File: src/sv/bfsa_pkg.sv
// Shared types, codes and constants for the segmented binary font to text converter.
// Used by the parser front, the job queue, the character back end and the top level.
// Depends on nothing else.
package bfsa_pkg;

    // Header and character constants.
    localparam logic [7:0] MARKER_BYTE        = 8'd128;
    localparam logic [7:0] CH_CR              = 8'd13;
    localparam logic [7:0] CH_LF              = 8'd10;
    localparam logic [7:0] HEX_PER_LINE_RESET = 8'd40;
    localparam logic [7:0] ASCII_ZERO         = 8'h30;
    localparam logic [7:0] ASCII_ALPHA_BASE   = 8'h37;  // 'A' minus ten
    localparam logic [3:0] HEX_TEN            = 4'd10;
    localparam logic [1:0] LEN_IDX_LAST       = 2'd3;

    // Configuration register indexes.
    localparam int unsigned CFG_IDX_W = 1;
    localparam logic [CFG_IDX_W-1:0] CFG_IGNORE_ERRORS = 1'b0;
    localparam logic [CFG_IDX_W-1:0] CFG_HEX_PER_LINE  = 1'b1;

    // Segment type codes as held by the parser (zero means unknown).
    localparam logic [1:0] SEG_UNKNOWN = 2'd0;
    localparam logic [1:0] SEG_TEXT    = 2'd1;
    localparam logic [1:0] SEG_BINARY  = 2'd2;
    localparam logic [1:0] SEG_END     = 2'd3;

    // Job queue geometry.
    localparam int unsigned QUEUE_DEPTH = 4;
    localparam int unsigned QPTR_W      = $clog2(QUEUE_DEPTH);
    localparam int unsigned QCNT_W      = $clog2(QUEUE_DEPTH + 1);

    // Hex expansion steps in the back end.
    localparam logic [1:0] STEP_HIGH = 2'd0;
    localparam logic [1:0] STEP_LOW  = 2'd1;
    localparam logic [1:0] STEP_LF   = 2'd2;

    // Result kinds.
    typedef enum logic [1:0] {
        KIND_CHAR       = 2'd0,
        KIND_END        = 2'd1,
        KIND_BAD_MARKER = 2'd2,
        KIND_BAD_TYPE   = 2'd3
    } kind_t;

    // Parser phases.
    typedef enum logic [2:0] {
        PH_MARKER = 3'd0,
        PH_TYPE   = 3'd1,
        PH_LENGTH = 3'd2,
        PH_DATA   = 3'd3,
        PH_HALT   = 3'd4
    } phase_t;

    // Job operations handed from the front to the back.
    typedef enum logic [1:0] {
        OP_CHAR  = 2'd0,
        OP_HEX   = 2'd1,
        OP_EVENT = 2'd2
    } op_t;

    // One job: a text character, a byte to expand into hex, or a reported event.
    typedef struct packed {
        op_t        op;
        logic [7:0] data;
        kind_t      kind;
        logic       lf;
    } job_t;

    // Queue status seen by its neighbours.
    typedef struct packed {
        logic full;
        logic empty;
    } qstat_t;

    // Uppercase hex character for one nibble.
    function automatic logic [7:0] hex_digit(input logic [3:0] v);
        logic [7:0] ext;
        ext = {4'h0, v};
        return (v < HEX_TEN) ? (ASCII_ZERO + ext) : (ASCII_ALPHA_BASE + ext);
    endfunction

endpackage

File: src/sv/binary_font_segment_to_ascii.sv
// Segmented binary font to text converter: an input byte is taken whenever full is low;
// header bytes give no result but for events (a bad marker, an end or a bad type), a text
// byte gives one result, a binary byte gives two hex results plus a line feed at line ends.
// Results leave at one per cycle while the user pops them, from a single output register;
// a four-entry job queue decouples the parser.
// Depends on bfsa_pkg, bfsa_front, bfsa_queue and bfsa_back.
module binary_font_segment_to_ascii
    import bfsa_pkg::*;
(
    input  logic                 clk,
    input  logic                 rst_n,
    input  logic                 push,
    output logic                 full,
    input  logic [7:0]           in_byte,
    output logic                 empty,
    input  logic                 pop,
    output logic [7:0]           out_char,
    output logic [1:0]           kind,
    output logic                 last_of_run,
    input  logic                 cfg_valid,
    output logic                 cfg_ready,
    input  logic [CFG_IDX_W-1:0] cfg_index,
    input  logic [7:0]           cfg_data
);

    qstat_t q_stat;
    job_t   wr_job;
    job_t   rd_job;
    logic   job_push;
    logic   q_pop;
    logic   accept;

    // Input requests are taken while the queue has room.
    assign full      = q_stat.full;
    assign accept    = push && !q_stat.full;
    assign cfg_ready = 1'b1;

    bfsa_front u_front (
        .clk       (clk),
        .rst_n     (rst_n),
        .accept    (accept),
        .in_byte   (in_byte),
        .cfg_write (cfg_valid && cfg_ready),
        .cfg_index (cfg_index),
        .cfg_data  (cfg_data),
        .job_push  (job_push),
        .job       (wr_job)
    );

    bfsa_queue u_queue (
        .clk     (clk),
        .rst_n   (rst_n),
        .wr_en   (job_push),
        .wr_data (wr_job),
        .rd_en   (q_pop),
        .rd_data (rd_job),
        .stat    (q_stat)
    );

    bfsa_back u_back (
        .clk         (clk),
        .rst_n       (rst_n),
        .q_stat      (q_stat),
        .q_data      (rd_job),
        .q_pop       (q_pop),
        .pop         (pop),
        .empty       (empty),
        .out_char    (out_char),
        .kind        (kind),
        .last_of_run (last_of_run)
    );

endmodule

File: src/sv/bfsa_front.sv
// Parser front end: holds the configuration registers and the segment header state,
// classifies each input byte and writes at most one job per byte into the job queue.
// Depends on bfsa_pkg.
module bfsa_front
    import bfsa_pkg::*;
(
    input  logic                 clk,
    input  logic                 rst_n,
    input  logic                 accept,
    input  logic [7:0]           in_byte,
    input  logic                 cfg_write,
    input  logic [CFG_IDX_W-1:0] cfg_index,
    input  logic [7:0]           cfg_data,
    output logic                 job_push,
    output job_t                 job
);

    phase_t      phase_reg, phase_next;
    logic [1:0]  seg_type_reg, seg_type_next;
    logic [31:0] remain_reg, remain_next;
    logic [1:0]  len_idx_reg, len_idx_next;
    logic [7:0]  line_cnt_reg, line_cnt_next;
    logic        ignore_reg;
    logic [7:0]  per_line_reg;

    logic [31:0] remain_full;
    logic [7:0]  line_inc;
    logic        line_wrap;

    // Length as it stands once the current byte is merged in.
    always_comb
    begin
        remain_full = remain_reg;
        case (len_idx_reg)
            2'd0:    remain_full[7:0]   = in_byte;
            2'd1:    remain_full[15:8]  = in_byte;
            2'd2:    remain_full[23:16] = in_byte;
            default: remain_full[31:24] = in_byte;
        endcase
    end

    // Line counter for binary data.
    assign line_inc  = line_cnt_reg + 8'd1;
    assign line_wrap = (line_inc == per_line_reg);

    // Next phase.
    always_comb
    begin
        phase_next = phase_reg;
        unique case (phase_reg)
            PH_MARKER:
            begin
                if (in_byte == MARKER_BYTE || ignore_reg)
                    phase_next = PH_TYPE;
                else
                    phase_next = PH_HALT;
            end
            PH_TYPE:
                phase_next = PH_LENGTH;
            PH_LENGTH:
            begin
                if (len_idx_reg != LEN_IDX_LAST)
                    phase_next = PH_LENGTH;
                else if (seg_type_reg == SEG_END)
                    phase_next = PH_MARKER;
                else if (seg_type_reg == SEG_UNKNOWN)
                    phase_next = ignore_reg ? PH_MARKER : PH_HALT;
                else
                    phase_next = (remain_full != 32'd0) ? PH_DATA : PH_MARKER;
            end
            PH_DATA:
                phase_next = (remain_reg == 32'd1) ? PH_MARKER : PH_DATA;
            PH_HALT:
                phase_next = PH_HALT;
            default:
                phase_next = PH_HALT;
        endcase
    end

    // Header datapath and job generation.
    always_comb
    begin
        seg_type_next = seg_type_reg;
        remain_next   = remain_reg;
        len_idx_next  = len_idx_reg;
        line_cnt_next = line_cnt_reg;
        job_push      = 1'b0;
        job.op        = OP_EVENT;
        job.data      = 8'd0;
        job.kind      = KIND_CHAR;
        job.lf        = 1'b0;
        unique case (phase_reg)
            PH_MARKER:
            begin
                if (in_byte != MARKER_BYTE)
                begin
                    job_push = accept;
                    job.kind = KIND_BAD_MARKER;
                end
            end
            PH_TYPE:
            begin
                seg_type_next = (in_byte[7:2] == 6'd0) ? in_byte[1:0] : SEG_UNKNOWN;
                remain_next   = 32'd0;
                len_idx_next  = 2'd0;
            end
            PH_LENGTH:
            begin
                remain_next = remain_full;
                if (len_idx_reg != LEN_IDX_LAST)
                    len_idx_next = len_idx_reg + 2'd1;
                else
                begin
                    len_idx_next  = 2'd0;
                    line_cnt_next = 8'd0;
                    if (seg_type_reg == SEG_END)
                    begin
                        job_push = accept;
                        job.kind = KIND_END;
                    end
                    else if (seg_type_reg == SEG_UNKNOWN)
                    begin
                        job_push = accept;
                        job.kind = KIND_BAD_TYPE;
                    end
                end
            end
            PH_DATA:
            begin
                remain_next = remain_reg - 32'd1;
                job_push    = accept;
                if (seg_type_reg == SEG_TEXT)
                begin
                    job.op   = OP_CHAR;
                    job.data = (in_byte == CH_CR) ? CH_LF : in_byte;
                end
                else
                begin
                    job.op        = OP_HEX;
                    job.data      = in_byte;
                    job.lf        = line_wrap;
                    line_cnt_next = line_wrap ? 8'd0 : line_inc;
                end
            end
            PH_HALT:
            begin
            end
            default:
            begin
            end
        endcase
    end

    // Parser state registers.
    always_ff @(posedge clk or negedge rst_n)
    begin
        if (!rst_n)
        begin
            phase_reg    <= PH_MARKER;
            seg_type_reg <= SEG_UNKNOWN;
            remain_reg   <= 32'd0;
            len_idx_reg  <= 2'd0;
            line_cnt_reg <= 8'd0;
        end
        else if (accept)
        begin
            phase_reg    <= phase_next;
            seg_type_reg <= seg_type_next;
            remain_reg   <= remain_next;
            len_idx_reg  <= len_idx_next;
            line_cnt_reg <= line_cnt_next;
        end
    end

    // Configuration registers.
    always_ff @(posedge clk or negedge rst_n)
    begin
        if (!rst_n)
        begin
            ignore_reg   <= 1'b0;
            per_line_reg <= HEX_PER_LINE_RESET;
        end
        else if (cfg_write)
        begin
            unique case (cfg_index)
                CFG_IGNORE_ERRORS: ignore_reg   <= cfg_data[0];
                CFG_HEX_PER_LINE:  per_line_reg <= cfg_data;
                default:           ignore_reg   <= ignore_reg;
            endcase
        end
    end

endmodule

File: src/sv/bfsa_queue.sv
// Short job queue between the parser front and the character back end.
// Register array with read and write pointers and an occupancy count.
// Depends on bfsa_pkg.
module bfsa_queue
    import bfsa_pkg::*;
(
    input  logic   clk,
    input  logic   rst_n,
    input  logic   wr_en,
    input  job_t   wr_data,
    input  logic   rd_en,
    output job_t   rd_data,
    output qstat_t stat
);

    job_t              entry_reg [QUEUE_DEPTH];
    logic [QPTR_W-1:0] wr_ptr_reg, rd_ptr_reg;
    logic [QCNT_W-1:0] count_reg, count_next;

    assign stat.full  = (count_reg == QCNT_W'(QUEUE_DEPTH));
    assign stat.empty = (count_reg == '0);
    assign rd_data    = entry_reg[rd_ptr_reg];

    // Occupancy follows the two request strobes.
    always_comb
    begin
        count_next = count_reg;
        if (wr_en && !rd_en)
            count_next = count_reg + 1'b1;
        else if (rd_en && !wr_en)
            count_next = count_reg - 1'b1;
    end

    // Storage.
    always_ff @(posedge clk)
    begin
        if (wr_en)
            entry_reg[wr_ptr_reg] <= wr_data;
    end

    // Pointers and count.
    always_ff @(posedge clk or negedge rst_n)
    begin
        if (!rst_n)
        begin
            wr_ptr_reg <= '0;
            rd_ptr_reg <= '0;
            count_reg  <= '0;
        end
        else
        begin
            if (wr_en)
                wr_ptr_reg <= wr_ptr_reg + 1'b1;
            if (rd_en)
                rd_ptr_reg <= rd_ptr_reg + 1'b1;
            count_reg <= count_next;
        end
    end

    // The count never exceeds the depth.
    a_count_bound: assert property (@(posedge clk) disable iff (!rst_n)
        count_reg <= QCNT_W'(QUEUE_DEPTH))
        else $error("job queue count out of range");

    // An empty queue has its pointers together.
    a_empty_ptrs: assert property (@(posedge clk) disable iff (!rst_n)
        (count_reg == '0) |-> (wr_ptr_reg == rd_ptr_reg))
        else $error("job queue pointers disagree with empty count");

endmodule

File: src/sv/bfsa_back.sv
// Character back end: takes jobs from the queue and expands each into one to three
// results, one result per cycle unless the output stage is full and not popped, into a registered output stage.
// Depends on bfsa_pkg.
module bfsa_back
    import bfsa_pkg::*;
(
    input  logic       clk,
    input  logic       rst_n,
    input  qstat_t     q_stat,
    input  job_t       q_data,
    output logic       q_pop,
    input  logic       pop,
    output logic       empty,
    output logic [7:0] out_char,
    output logic [1:0] kind,
    output logic       last_of_run
);

    job_t       cur_reg;
    logic       cur_valid_reg, cur_valid_next;
    logic [1:0] step_reg, step_next;
    logic       out_valid_reg, out_valid_next;
    logic [7:0] out_char_reg;
    kind_t      kind_reg;
    logic       last_reg;

    logic       emit;
    logic       is_last;
    logic [7:0] res_char;
    kind_t      res_kind;

    // Result selected by the current job and expansion step.
    always_comb
    begin
        res_char = 8'd0;
        res_kind = KIND_CHAR;
        is_last  = 1'b1;
        case (cur_reg.op)
            OP_CHAR:
                res_char = cur_reg.data;
            OP_HEX:
            begin
                case (step_reg)
                    STEP_HIGH:
                    begin
                        res_char = hex_digit(cur_reg.data[7:4]);
                        is_last  = 1'b0;
                    end
                    STEP_LOW:
                    begin
                        res_char = hex_digit(cur_reg.data[3:0]);
                        is_last  = !cur_reg.lf;
                    end
                    default:
                        res_char = CH_LF;
                endcase
            end
            default:
                res_kind = cur_reg.kind;
        endcase
    end

    // A result moves out when the output stage is free or is being taken.
    assign emit  = cur_valid_reg && (!out_valid_reg || pop);
    assign q_pop = !q_stat.empty && (!cur_valid_reg || (emit && is_last));

    always_comb
    begin
        cur_valid_next = cur_valid_reg;
        step_next      = step_reg;
        if (emit)
            step_next = is_last ? STEP_HIGH : (step_reg + 2'd1);
        if (q_pop)
            cur_valid_next = 1'b1;
        else if (emit && is_last)
            cur_valid_next = 1'b0;

        out_valid_next = out_valid_reg;
        if (emit)
            out_valid_next = 1'b1;
        else if (pop)
            out_valid_next = 1'b0;
    end

    // Control registers.
    always_ff @(posedge clk or negedge rst_n)
    begin
        if (!rst_n)
        begin
            cur_valid_reg <= 1'b0;
            step_reg      <= STEP_HIGH;
            out_valid_reg <= 1'b0;
        end
        else
        begin
            cur_valid_reg <= cur_valid_next;
            step_reg      <= step_next;
            out_valid_reg <= out_valid_next;
        end
    end

    // Payload registers.
    always_ff @(posedge clk)
    begin
        if (q_pop)
            cur_reg <= q_data;
        if (emit)
        begin
            out_char_reg <= res_char;
            kind_reg     <= res_kind;
            last_reg     <= is_last;
        end
    end

    assign empty       = !out_valid_reg;
    assign out_char    = out_char_reg;
    assign kind        = kind_reg;
    assign last_of_run = last_reg;

    // Event results carry no character and always close their run.
    a_event_shape: assert property (@(posedge clk) disable iff (!rst_n)
        (out_valid_reg && kind_reg != KIND_CHAR) |-> (out_char_reg == 8'd0 && last_reg))
        else $error("event result with character or open run");

    // Only a hex job advances past its first step.
    a_step_hex: assert property (@(posedge clk) disable iff (!rst_n)
        (cur_valid_reg && step_reg != STEP_HIGH) |-> (cur_reg.op == OP_HEX))
        else $error("expansion step on a non-hex job");

endmodule
File: config.mk
export PLATFORM = sky130hd
export DESIGN_NAME = binary_font_segment_to_ascii
export DESIGN_NICKNAME = d
export VERILOG_FILES = /design/src/sv/bfsa_pkg.sv /design/src/sv/binary_font_segment_to_ascii.sv /design/src/sv/bfsa_front.sv /design/src/sv/bfsa_queue.sv /design/src/sv/bfsa_back.sv
export SDC_FILE = /design/constraint.sdc
export NUM_CORES = 1
export LEC_CHECK = 0
export BUFFER_PORTS_ARGS = -buffer_cell sky130_fd_sc_hd__buf_4
export CORE_MARGIN = 5
export CORE_UTILIZATION = 50
export DETAILED_ROUTE_END_ITERATION = 7
export PLACE_DENSITY = 0.78
export SYNTH_ARGS = -nofsm -noshare
export SYNTH_HDL_FRONTEND = slang
export SYNTH_HIERARCHICAL = 1
export SYNTH_SLANG_ARGS = --single-unit
File: constraint.sdc
create_clock -name clk -period 3.44 [get_ports clk]
set_input_delay 0.516 -clock clk [delete_from_list [all_inputs] [get_ports clk]]
set_output_delay 0.516 -clock clk [all_outputs]
set_load 0.05 [all_outputs]
==> results of run 1 <==
==> kinds of logic (layout without fill, tap and decap cells) <==
logic type,Yosys count,in the layout,share of synthesized area (%)
AND/OR/NAND/NOR,238,238,15.9
other,1,1,0.0473
flip-flops,143,143,50.0
buffers and inverters,71,104,4.53
adder cells (fa/ha/maj),21,21,3.41
XOR/XNOR,18,18,1.99
AO/OA/AOI/OAI,196,196,15.7
multiplexers,46,46,8.38
==> per-stage QoR <==
step | hold slack [ns] | setup slack (ns) | power (mW) | utilization, %
3_3_place_gp | 0.475 | 0.650 | 5.56 | 52.6
4_1_cts | 0.271 | 0.517 | 7.41 | 56.2
2_1_floorplan | 0.220 | 0.203 | 4.97 | -
6_report | 0.241 | 0.504 | 7.43 | 56.2
5_1_grt | 0.312 | 0.222 | 7.87 | 56.2
3_5_place_dp | 0.481 | 0.560 | 5.62 | 52.6
==> synth_stat cells, types with 6 or more instances <==
cell and instances:
sky130_fd_sc_hd__nor2b_1 7, sky130_fd_sc_hd__nand3_1 13, sky130_fd_sc_hd__nand2b_1 9, sky130_fd_sc_hd__mux4_2 8, sky130_fd_sc_hd__inv_1 30, sky130_fd_sc_hd__nor3_1 29
sky130_fd_sc_hd__dfrtp_1 65, sky130_fd_sc_hd__clkbuf_1 26, sky130_fd_sc_hd__or3_1 8, sky130_fd_sc_hd__a22oi_1 6, sky130_fd_sc_hd__a21oi_1 40, sky130_fd_sc_hd__a32oi_1 7
sky130_fd_sc_hd__a22o_1 7, sky130_fd_sc_hd__edfxtp_1 76, sky130_fd_sc_hd__a31oi_1 7, sky130_fd_sc_hd__and2_1 16, sky130_fd_sc_hd__o22ai_1 7, sky130_fd_sc_hd__o21ai_0 66
sky130_fd_sc_hd__nand2_1 57, sky130_fd_sc_hd__nor4_1 6, sky130_fd_sc_hd__xnor2_1 10, sky130_fd_sc_hd__xor2_1 8, sky130_fd_sc_hd__nor2_1 53, sky130_fd_sc_hd__mux2i_1 18
sky130_fd_sc_hd__mux2_2 14, sky130_fd_sc_hd__o211ai_1 7, sky130_fd_sc_hd__ha_1 20, sky130_fd_sc_hd__nand4_1 8
==> final cells by class <==
type	instances	area (sq um)	share of cell area, %
inverter	30	113	1.27
timing repair buffer	42	315	3.57
sequential	143	3960	44.8
multi-input combinational	520	3610	40.8
tap	216	270	3.06
clock buffer	18	429	4.86
clock inverter	14	140	1.59
==> layer usage <==
| layer | track usage, % | wire length (um) | vias up |
|---|---|---|---|
| li1 | - | - | 2796 |
| met1 | 26.4 | 7440 | 2874 |
| met2 | 32.0 | 8560 | 253 |
| met3 | 4.07 | 1120 | 34 |
| met4 | 8.17 | 362 | 0 |
| met5 | 0 | 0 | - |
==> power breakdown <==
| part | switching [mW] | internal [mW] |
|---|---|---|
| sequential | 0.513 | 2.25 |
| clock | 0.714 | 1.07 |
| combinational | 1.74 | 1.15 |
==> path summary, 6_finish.rpt <==
path,from,to,depth (start not counted)
worst max register to register,u_front/len_idx_reg[0]$_DFFE_PN0P_,u_queue/count_reg[2]$_DFFE_PN0P_,11
worst max-delay path,u_front/len_idx_reg[0]$_DFFE_PN0P_,u_queue/count_reg[2]$_DFFE_PN0P_,11
max in group asynchronous,rst_n,u_queue/count_reg[1]$_DFFE_PN0P_,1
worst min register to register,u_queue/count_reg[2]$_DFFE_PN0P_,u_queue/count_reg[2]$_DFFE_PN0P_,1
worst min-delay path,rst_n,u_front/remain_reg[7]$_DFFE_PN0P_,1
min in group clk,cfg_data[5],u_front/per_line_reg[5]$_DFFE_PN1P_,2
==> flow_results.org, run 1 <==
** Outcome
- The flow ran to the end, and the final reports show no timing, DRC or antenna violations.

** Synthesis
- Post-synthesis instance area :: 7930 sq um
- The largest total area in the synthesized netlist belongs to sky130_fd_sc_hd__edfxtp_1.
- Synthesis-stage register bit count :: 143
- Most used flip-flop cell after synthesis :: sky130_fd_sc_hd__edfxtp_1
- Cell variety after synth :: 81
- Synth area leaders :: sky130_fd_sc_hd__edfxtp_1 (29%), sky130_fd_sc_hd__dfrtp_1 (21%), sky130_fd_sc_hd__o21ai_0 (4.2%)
- Proportion of register bits with asynchronous set or reset after synthesis :: 46.9%
- Synthesis produced 734 cells.
- Mean cell area of the mapped netlist :: 10.8 sq um
- Synth warn :: 6
- Post-synth EDFFs :: 76
- Sequential cells were found to cover 50.0% of the synthesized design area.
- Proportion of netlist area held by the largest area contributor :: 28.8%
- Number of nets in the synthesized netlist :: 777

** Die
- The core region is 15700 sq um.
- Initial cell density of the core :: 50.4%
- Boundary Pins :: 36
- Horizontal die dimension :: 136 um
- The die covers 18500 sq um.
- Height of the die :: 136 um
- The floorplan has 46 rows.

** Timing
- Headroom to the max-slew limit came out at 33.9%.
- The final-report hold violation count came to 0.
- Final-layout setup total negative slack :: 0 ns
- Unrepaired setup endpoints after global routing :: false
- Clock Skew :: 0.00941 ns
- Share of the cycle needed by the critical path after routing :: 85.4%
- The final max-slew violation count came to 0.
- Final setup violation count :: 0
- The worst path needs 2.94 ns of the cycle, external delays included.
- Fmax achieved :: 341 MHz
- For the pin with the worst max-slew slack, the measured transition is 0.989 ns.

** Critical path
- Of all nets on the critical path, the largest fanout is 14.
- Data on the critical path arrives at its endpoint at 3.27 ns.
- At the worst endpoint, the required time is 3.77 ns.
- The critical path goes through ha_1 > nand2_1 > nor2_1 > nor2_1 > a21oi_1 > ha_1 > inv_1 > fa_1 > xor2_1 > nor2_1 > xor2_1.
- By instance count, the cell type seen most on the critical path is sky130_fd_sc_hd__nor2_1.
- Kind of critical path :: flop to flop
- Critical path buffers and inverters :: 1
- STA classifies the critical path startpoint as a flop.
- In this design, the stage delay of the slowest critical-path cell is 0.49 ns.
- Kind of end point of the critical path :: flop
- Across all register-to-register paths, the minimum setup slack is 0.50 ns.
- Largest delay contributor family on the critical path :: adder cells
- Among all stages on the critical path, the largest delay is contributed by sky130_fd_sc_hd__ha_1.

** GRT
- Number of global-route vias before repair :: 5718
- The number of antenna violations at the first check in global routing is 0.
- Total global routing overflow :: 0
- First-pass GRT wire length :: 28800 um
- GRT Total Usage :: 19.9%
- Entering global routing, the biggest net connects 68 pins.

** Drt
- After detailed routing, the average wire length per cell comes to 17.8 um.
- Final wirelength :: 17500 um
- Vias :: 5957
- The pre-antenna-repair detailed-routing pass consisted of 5 iterations.
- In the routed layout, each cell is associated on average with a via count of 6.06.
- DRT iter0 DRCs :: 494
- After detailed routing, the number of remaining DRC violations is 0.
- Residual antenna-violating net count after detailed routing :: 0

** Clock tree
- Clock network latency to the later pin of the worst-skew pair :: 0.41 ns
- Maximum number of buffers from clock root to sink :: 2
- The root buffer cell chosen for the clock tree is sky130_fd_sc_hd__clkbuf_16.
- Buffers inserted to repair hold after CTS numbered 0.
- Clock buffer count from CTS :: 17
- Number of H-tree levels :: 4
- Clock-pin slew was measured on the worst setup and hold paths at 0.06 ns.
- Clock Sinks :: 143
- Gates resized during post-CTS repair numbered 0.
- In this run the post-CTS setup repair buffer count came out at 0.
- TritonCTS built the clock tree.

** Min path
- The tightest min-delay check is of the input port to asynchronous set/reset pin type.

** Placed design
- Placed Instance Area :: 8270 sq um
- Input and output buffers added on the ports amount to 34.
- Routability-driven placement finished with a final weighted congestion of 0.940.
- HPWL reported at the end of detailed placement :: 11900 um
- Dpl cells :: 951

** Layout
- For this run, the post-layout net count is 797.
- 0 antenna diodes ended up in the layout.
- Once layout is complete, the cells apart from fillers number 983.
- Final cell area excluding filler cells :: 8840 sq um
- In the final layout, the share of cells above drive strength 1 is 15.6%.
- Count of fill cells added during filler insertion :: 1314
- Most frequent cells in the layout :: sky130_fd_sc_hd__edfxtp_1 (76), sky130_fd_sc_hd__o21ai_0 (66), sky130_fd_sc_hd__dfrtp_1 (65)
- Number of flip-flops under the largest register name :: 52
- Most frequent standard cell in the layout excluding fill and tap cells :: sky130_fd_sc_hd__edfxtp_1
- Relative to the synthesized area, the layout overhead comes to 11.5%.

** Pwr
- Max VDD drop :: 932 uV
- For this design the static power due to leakage is 3.42 nW.
- In this run the power density over the cells is 841 nW/um^2.

** Run
- Max-cap violations in this run came to 0.
(Power assumes the default switching activity.)
==> run 2, diff against run 1 <==
- BUFFER_PORTS_ARGS: -buffer_cell sky130_fd_sc_hd__buf_4 -> -buffer_cell sky130_fd_sc_hd__buf_2
- TNS_END_PERCENT: unset -> 10
==> flow_results.org, run 2 (same netlist as run 1, synthesis figures left out) <==
** Outcome
- The flow ran to the end, and the final reports show no timing, DRC or antenna violations.

** Drt
- The detailed-router iteration count before antenna repair was 5 (unchanged).
- Vias :: 5981 (+0.40%)
- The post-detailed-route wirelength per cell came to 18.0 um (+1.4%).
- Final wirelength :: 17800 um (+1.5%)
- Remaining routing DRC violations :: 0 (unchanged)
- Via-per-instance ratio :: 6.08 (+0.30%)
- The number of nets still failing antenna checks after routing was 0 (unchanged).
- The number of DRC violations after detailed-routing iteration 0 is 533 (+7.9%).

** Die
- The die width is 136 um (unchanged).
- Area of the die :: 18500 sq um (unchanged)
- Boundary Pins :: 36 (unchanged)
- The number of core rows was 46 (unchanged).
- CORE AREA :: 15700 sq um (unchanged)
- Height of the die :: 136 um (unchanged)
- Initial cell density of the core :: 50.4% (unchanged)

** Clock tree
- The number of buffers between clock root and the deepest sink was 2 (unchanged).
- The cell sitting at the root of the clock tree is a sky130_fd_sc_hd__clkbuf_16.
- Post_cts resized :: 0 (unchanged)
- Clock network latency to the later pin of the worst-skew pair :: 0.43 ns (+0.02 ns)
- The sink count of the clock tree is 143 (unchanged).
- The number of buffers added by the clock tree synthesis step came to 17 (unchanged).
- The H-tree depth is 4 (unchanged).
- The clock input transition at the sequential cells of the worst setup and hold paths came to 0.07 ns (about the same).
- TritonCTS built the clock tree.
- The number of buffers inserted to repair setup after CTS came to 0 (unchanged).
- Post-cts hold buffer count :: 0 (unchanged)

** Timing
- The final max-slew violation count was 0 (unchanged).
- Hold WS :: 0.210 ns (-0.0308 ns)
- The total setup violations reported at the end of the flow came to 0 (unchanged).
- Share of the cycle needed by the critical path after routing :: 81.1% (-4.3 points)
- The smallest setup slack after layout is 0.651 ns (+0.148 ns).
- The aggregate negative setup slack is 0 ns (unchanged).
- Clock Skew :: 0.0109 ns (+0.00145 ns)
- Time the final worst path needs with I/O delays and setup :: 2.79 ns (-0.148 ns)
- Unrepaired setup endpoints after global routing :: false
- Final-report hold violation count :: 0 (unchanged)
- The relative max-transition margin came to 40.0% (+6.1 points).
- The highest attainable clock frequency is 359 MHz (+5.3%).
- Worst-margin pin slew :: 0.900 ns (-0.0892 ns)

** Run
- Count of max-cap constraint violations :: 0 (unchanged)

** GRT
- The overall fraction of global-route tracks in use was 20.4% (+0.50 points).
- The first-pass GRT wire length came to 29400 um (+2.2%).
- The number of antenna violations at the first check in global routing was 0 (unchanged).
- The number of global-route vias before repair is 5733 (+0.26%).
- The remaining global-route overflow was 0 (unchanged).
- The largest net degree at the start of global routing came to 68 (unchanged).

** Pwr
- The worst supply voltage drop on vdd came to 787 uV (-16%).
- The leakage power summed over all cells was 3.42 nW (-0.15%).
- The overall power is 7.45 mW (+0.18%).
- The power density normalized to cell area came to 848 nW/um^2 (+0.76%).

** Layout
- Number of flip-flops under the largest register name :: 52 (unchanged)
- Area growth, synth to finish :: 10.9%
- The antenna diode count is 0 (unchanged).
- The number of nets at the end of the flow came to 798 (+0.13%).
- Final cell area excluding filler cells :: 8790 sq um (-0.58%)
- Layout cells sized above 1 :: 16.1% (+0.50 points)
- The non-filler instance count after layout is 984 (+0.10%).
- Fin util :: 55.9% (-0.33 points)
- Most frequent standard cell in the layout excluding fill and tap cells :: sky130_fd_sc_hd__edfxtp_1
- In the layout the commonest cells are sky130_fd_sc_hd__edfxtp_1 (76), sky130_fd_sc_hd__o21ai_0 (66), sky130_fd_sc_hd__dfrtp_1 (65).

** Placed design
- The number of I/O port buffers came to 34 (unchanged).
- The total placed instance area is 8190 sq um (-0.91%).
- Routability cong. :: 0.974 (+3.6%)
- Setup slack at placement :: 0.669 ns (+0.109 ns)
- The instance count after placement with tap cells included was 952 (+0.11%).
- The final HPWL from detailed placement is 12000 um (+0.92%).

** Min path
- Worst min-delay path category :: input port to asynchronous set/reset pin

** Critical path
- Kind of critical path :: flop to flop
- The signal arrival time at the worst endpoint came to 3.08 ns (-0.19 ns).
- Worst r2r path cells :: 8 (-3)
- The endpoint identified for the worst register-to-register timing path is u_front/remain_reg[30]$_DFFE_PN0P_.
- Highest net fanout along the worst path :: 7 (-7)
- STA classifies the critical path endpoint as a flop.
- The internal reg-to-reg setup slack is 0.65 ns (+0.15 ns).
- Critical Path RT :: 3.74 ns (-0.03 ns)
- In this run the critical register-to-register path is launched from u_front/remain_reg[0]$_DFFE_PN0P_.
- STA classifies the critical path startpoint as a flop.
==> run 2: worst max path at each step <==
| stage | slack, ns | depth (start not counted) | from | endpoint |
|---|---|---|---|---|
| 6_report | 0.65 | 8 | u_front/remain_reg[0]$_DFFE_PN0P_ | u_front/remain_reg[30]$_DFFE_PN0P_ |
| 5_1_grt | 0.40 | 12 | u_front/len_idx_reg[0]$_DFFE_PN0P_ | u_queue/count_reg[2]$_DFFE_PN0P_ |
| 4_1_cts | 0.69 | 12 | u_front/len_idx_reg[0]$_DFFE_PN0P_ | u_queue/count_reg[2]$_DFFE_PN0P_ |
| 3_5_place_dp | 0.67 | 10 | in_byte[4] | u_queue/count_reg[1]$_DFFE_PN0P_ |
| 3_3_place_gp | 0.76 | 10 | in_byte[4] | u_queue/count_reg[1]$_DFFE_PN0P_ |
| 2_1_floorplan | 0.20 | 8 | u_queue/count_reg[0]$_DFFE_PN0P_ | u_queue/count_reg[1]$_DFFE_PN0P_ |
==> run 2: layout make-up <==
type / count / area [sq um]
multi-input cells: 520 / 3610
fillers: 1333 / 6930
inverters: 30 / 113
clock inverters: 15 / 168
repair buffers: 43 / 240
clock buffers: 17 / 425
flip-flops and latches: 143 / 3960
well taps: 216 / 270
==> run 2: critical path, stage by stage (launching register included) <==
cell	delay [ns]
sky130_fd_sc_hd__dfrtp_1	0.47
sky130_fd_sc_hd__inv_1	0.11
sky130_fd_sc_hd__ha_1	0.19
sky130_fd_sc_hd__or3b_2	0.49
sky130_fd_sc_hd__nor3_1	0.50
sky130_fd_sc_hd__nand4_2	0.31
sky130_fd_sc_hd__o311a_1	0.38
sky130_fd_sc_hd__a21oi_1	0.11
sky130_fd_sc_hd__o21ai_1	0.09
==> run 2: per-layer routing <==
| metal | global-route usage (%) | routed length (um) | vias to the layer above |
|---|---|---|---|
| li1 | - | - | 2804 |
| met3 | 4.26 | 1110 | 53 |
| met4 | 8.85 | 510 | 0 |
| met1 | 26.6 | 7520 | 2886 |
| met5 | 0 | 0 | - |
| met2 | 33.0 | 8610 | 238 |
==> run 2: power by group <==
group	total [mW]	switching (mW)	leakage (nW)	internal (mW)
clock network	1.84	0.805	0.291	1.03
registers	2.75	0.501	1.57	2.25
logic	2.86	1.74	1.56	1.12
==> run 3, diff against run 2 <==
- ABC_AREA: unset -> 1
- PLACE_DENSITY: 0.78 -> 0.8
- clock period: 3.44 -> 2.37 ns (I/O delays scaled with it)
==> flow_results.org, run 3 <==
** Drt
- Residual antenna-violating net count after detailed routing :: 0 (unchanged)
- The final routed wirelength across all metal layers was 20100 um (+13%).
- The detailed-router iteration count before antenna repair was 8 (+3).
- Vias :: 7220 (+21%)
- DRT iter0 DRCs :: 664 (+25%)
- The number of remaining DRC errors was 0 (unchanged).
- The vias per cell came to 5.37 (-12%).
- Average wire per cell in the routed design :: 14.9 um (-17%)

** Die
- The die width is 139 um (+2.4%).
- FP Rows :: 47 (+2.2%)
- Initial cell density of the core :: 50.7% (+0.25 points)
- The height of the die was 139 um (+2.4%).
- The die footprint is 19400 sq um (+4.9%).
- The core footprint came to 16500 sq um (+4.8%).
- Boundary Pins :: 36 (unchanged)

** Clock tree
- Maximum number of buffers from clock root to sink :: 2 (unchanged)
- TritonCTS built the clock tree.
- Clock buffer count from CTS :: 17 (unchanged)
- The clock input transition at the sequential cells of the worst setup and hold paths is 0.06 ns (about the same).
- Clock root buffer master :: sky130_fd_sc_hd__clkbuf_16
- The clock network latency to the later pin of the worst-skew pair is 0.43 ns (about the same).
- Clock Sinks :: 143 (unchanged)
- Number of H-tree levels :: 4 (unchanged)

** Min path
- The min-delay analysis places its worst path in the category input port to flop.
- Hold worst-path end :: u_front/ignore_reg$_DFFE_PN0P_
- Startpoint of the tightest hold check path :: cfg_valid
- Cells on Worst Hold Path :: 2

** GRT
- The number of global-route vias before repair was 6695 (+17%).
- The remaining global-route overflow came to 0 (unchanged).
- Number of antenna violations at the first check in global routing :: 0 (unchanged)
- The overall fraction of global-route tracks in use came to 21.0% (+0.59 points).
- First-pass GRT wire length :: 32900 um (+12%)
- The largest net degree at the start of global routing is 55 (-19%).

** Layout
- In the layout the commonest cells are sky130_fd_sc_hd__nand2_1 (328), sky130_fd_sc_hd__inv_1 (126), sky130_fd_sc_hd__nor2_1 (104).
- The library cell used most frequently in the layout, excluding fill and tap cells, is sky130_fd_sc_hd__nand2_1.
- The total area of sequential cells came to 3960 sq um (unchanged).
- Fin util :: 58.4% (+2.5 points)
- Area growth, synth to finish :: 15.2%
- The count of fill cells added during filler insertion was 1431 (+7.4%).
- The number of flip-flops in the largest register was 52 (unchanged).
- The fraction of layout cells with a size suffix above 1 was 14.9% (-1.2 points).
- # diodes :: 0 (unchanged)
- Final cell area excluding filler cells :: 9620 sq um (+9.4%)
- Footprint of the multi-input gates :: 3750 sq um (+3.9%)
- Total number of nets in the final design :: 1154 (+45%)

** Synthesis
- Ranked by instance count, the synthesized netlist is headed by sky130_fd_sc_hd__nand2_1 (330), sky130_fd_sc_hd__inv_1 (130), sky130_fd_sc_hd__nor2_1 (105).
- Post-synthesis instance area :: 8350 sq um (+5.3%)
- The area share of the leading cell type in the synthesized netlist came to 27.3% (-1.5 points).
- Number of nets in the synthesized netlist :: 1096 (+41%)
- Synth warn :: 6 (unchanged)
- Seq/Total Area, Yosys :: 47.5% (-2.5 points)
- Cell type with the highest aggregate area in the netlist :: sky130_fd_sc_hd__edfxtp_1
- Most used flip-flop cell after synthesis :: sky130_fd_sc_hd__edfxtp_1
- Most frequent cell after synthesis :: sky130_fd_sc_hd__nand2_1
- Mean cell area of the mapped netlist :: 7.93 sq um (-27%)
- Gate count after technology mapping :: 1053 (+43%)
- Synthesis-stage register bit count :: 143 (unchanged)
- Cell variety after synth :: 47 (-42%)
- Post-synth EDFFs :: 76 (unchanged)
- The share of flip-flops with an asynchronous set or reset after synthesis came to 46.9% (unchanged).
- Sorting the synthesized cells by area gives the leading types as sky130_fd_sc_hd__edfxtp_1 (27%), sky130_fd_sc_hd__dfrtp_1 (19%), sky130_fd_sc_hd__nand2_1 (15%).

** Timing
- The total setup violations reported at the end of the flow is 0 (unchanged).
- Share of the cycle needed by the critical path after routing :: 93.1% (+12 points)
- The relative max-transition margin came to 59.3% (+19 points).
- Clock Skew :: 0.00948 ns (-0.00139 ns)
- Number of max-slew violations in the final report :: 0 (unchanged)
- Final-report hold violation count :: 0 (unchanged)
- The actual transition at the worst max-transition pin was 0.609 ns (-0.291 ns).
- The highest attainable clock frequency is 453 MHz (+26%).
- Time the final worst path needs with I/O delays and setup :: 2.21 ns (-0.583 ns)
- The smallest setup slack after layout came to 0.165 ns (-0.487 ns).

** Critical path
- The maximum single-stage delay on the critical path was 0.43 ns (-0.07 ns).
- Worst path cell trace :: ha_2 > inv_1 > nor2_1 > o21ai_0 > a31oi_1 > buf_4 > buf_4 > nand2_1 > inv_1
- The worst setup path is launched from a flop.
- Cell with the largest stage delay on the worst path :: sky130_fd_sc_hd__inv_1
- Crit Reg-Reg Endpoint :: u_queue/entry_reg[0][10]$_DFFE_PP_
- The buffering stage count on the worst path with inverters included was 4 (+3).
- Worst r2r path cells :: 9 (+1)
- The highest fanout seen on the critical path came to 13 (+6).
- Critical Path RT :: 2.43 ns (-1.31 ns)
- Largest delay contributor family on the critical path :: buffers and inverters
- In this run the critical register-to-register path is launched from u_front/len_idx_reg[0]$_DFFE_PN0P_.
- Kind of critical path :: flop to flop
- The internal reg-to-reg setup slack was 0.16 ns (-0.49 ns).
- The worst setup path is captured at a flop.
- Data arrival time at the worst-slack endpoint :: 2.27 ns (-0.81 ns)

** Pwr
- Standby leakage power :: 4.42 nW (+29%)
- Total power :: 12.2 mW (+64%)
- Max VDD drop :: 712 uV (-9.5%)
- The power density normalized to cell area is 1270 nW/um^2 (+50%).

** Outcome
- Result of the run :: finished, final reports clean

** Placed design
- Setup slack at placement :: 0.0460 ns (-0.623 ns)
- Routability cong. :: 0.937 (-3.8%)
- The total placed instance area came to 8860 sq um (+8.2%).
- HPWL reported at the end of detailed placement :: 13900 um (+16%)
- Number of port buffers :: 34 (unchanged)

** Run
- Count of max-cap constraint violations :: 0 (unchanged)
run 3: changes by cell type after synthesis, moves of 15 or more:
cell and delta:
sky130_fd_sc_hd__nand2_1 +273, sky130_fd_sc_hd__inv_1 +100, sky130_fd_sc_hd__nor2_1 +52, sky130_fd_sc_hd__nand3_1 +46, sky130_fd_sc_hd__mux2i_1 -18, sky130_fd_sc_hd__and2_1 -15
sky130_fd_sc_hd__clkbuf_1 -15, sky130_fd_sc_hd__nor3_1 -15
run 3: through the flow:
step	hold WS (ns)	std cells	setup TNS (ns)
floorplan	0.0599	1053	0
global placement	0.402	1305	0
detailed placement	0.406	1305	0
CTS	0.111	1338	0
global route	0.113	1344	-0.0167
finish	0.138	1344	0
run 3: kinds of logic after synthesis:
kind of cell / after synthesis / share of synthesized area, %
adder cells (fa/ha/maj): 21 / 3.24
multiplexers: 5 / 0.675
flip-flops: 143 / 47.5
other: 1 / 0.0449
buffers and inverters: 171 / 8.58
AND/OR/NAND/NOR: 542 / 26.9
AO/OA/AOI/OAI: 157 / 11.6
XOR/XNOR: 13 / 1.54
run 3: worst max path at each step:
stage	start	endpoint	slack [ns]	cells after the start
finish	u_front/len_idx_reg[0]$_DFFE_PN0P_	u_queue/entry_reg[0][10]$_DFFE_PP_	0.16	9
global route	u_back/step_reg[1]$_DFFE_PN0P_	u_queue/count_reg[2]$_DFFE_PN0P_	-0.02	17
detailed placement	u_back/step_reg[1]$_DFFE_PN0P_	u_queue/count_reg[2]$_DFFE_PN0P_	0.05	17
floorplan	u_front/len_idx_reg[0]$_DFFE_PN0P_	u_queue/count_reg[2]$_DFFE_PN0P_	0.008	13
CTS	u_front/phase_reg[2]$_DFFE_PN0P_	u_queue/count_reg[2]$_DFFE_PN0P_	0.04	13
global placement	u_back/step_reg[1]$_DFFE_PN0P_	u_queue/count_reg[2]$_DFFE_PN0P_	0.15	17
run 3: area by class of cell:
type	instances	share of cell area, %
clock buffer	17	4.42
timing repair buffer	68	4.71
sequential	143	41.2
tap	220	2.86
inverter	142	5.63
multi-input combinational	739	39.0
clock inverter	15	2.19
run 3: layer usage:
metal	up-vias	routed length, um	GRT usage (%)
li1	3552	-	-
met1	3306	8590	28.3
met2	305	9180	32.3
met3	57	1640	4.66
met4	0	652	9.78
met5	-	0	0
run 3: power by group:
group | internal, mW | leakage, nW | switching, mW
logic | 1.71 | 2.56 | 3.65
registers | 3.47 | 1.56 | 0.545
clock network | 1.78 | 0.300 | 1.08
run 3: what timing repair did:
| action | CTS | global route |
|---|---|---|
| hold buffers | 1 | 0 |
| hold endpoints to repair | 22 | 0 |
| buffers inserted | 0 | 6 |
| setup endpoints to repair | 0 | 4 |
| resized for setup | 0 | 17 |
run 3: worst reg2reg max path: cells and delay by family (launching register included):
| family | cells | cell delay (ns) |
|---|---|---|
| buf+inv | 4 | 0.78 |
| flops | 1 | 0.41 |
| compound gates | 2 | 0.27 |
| fa+ha+maj | 1 | 0.20 |
| simple gates | 2 | 0.18 |
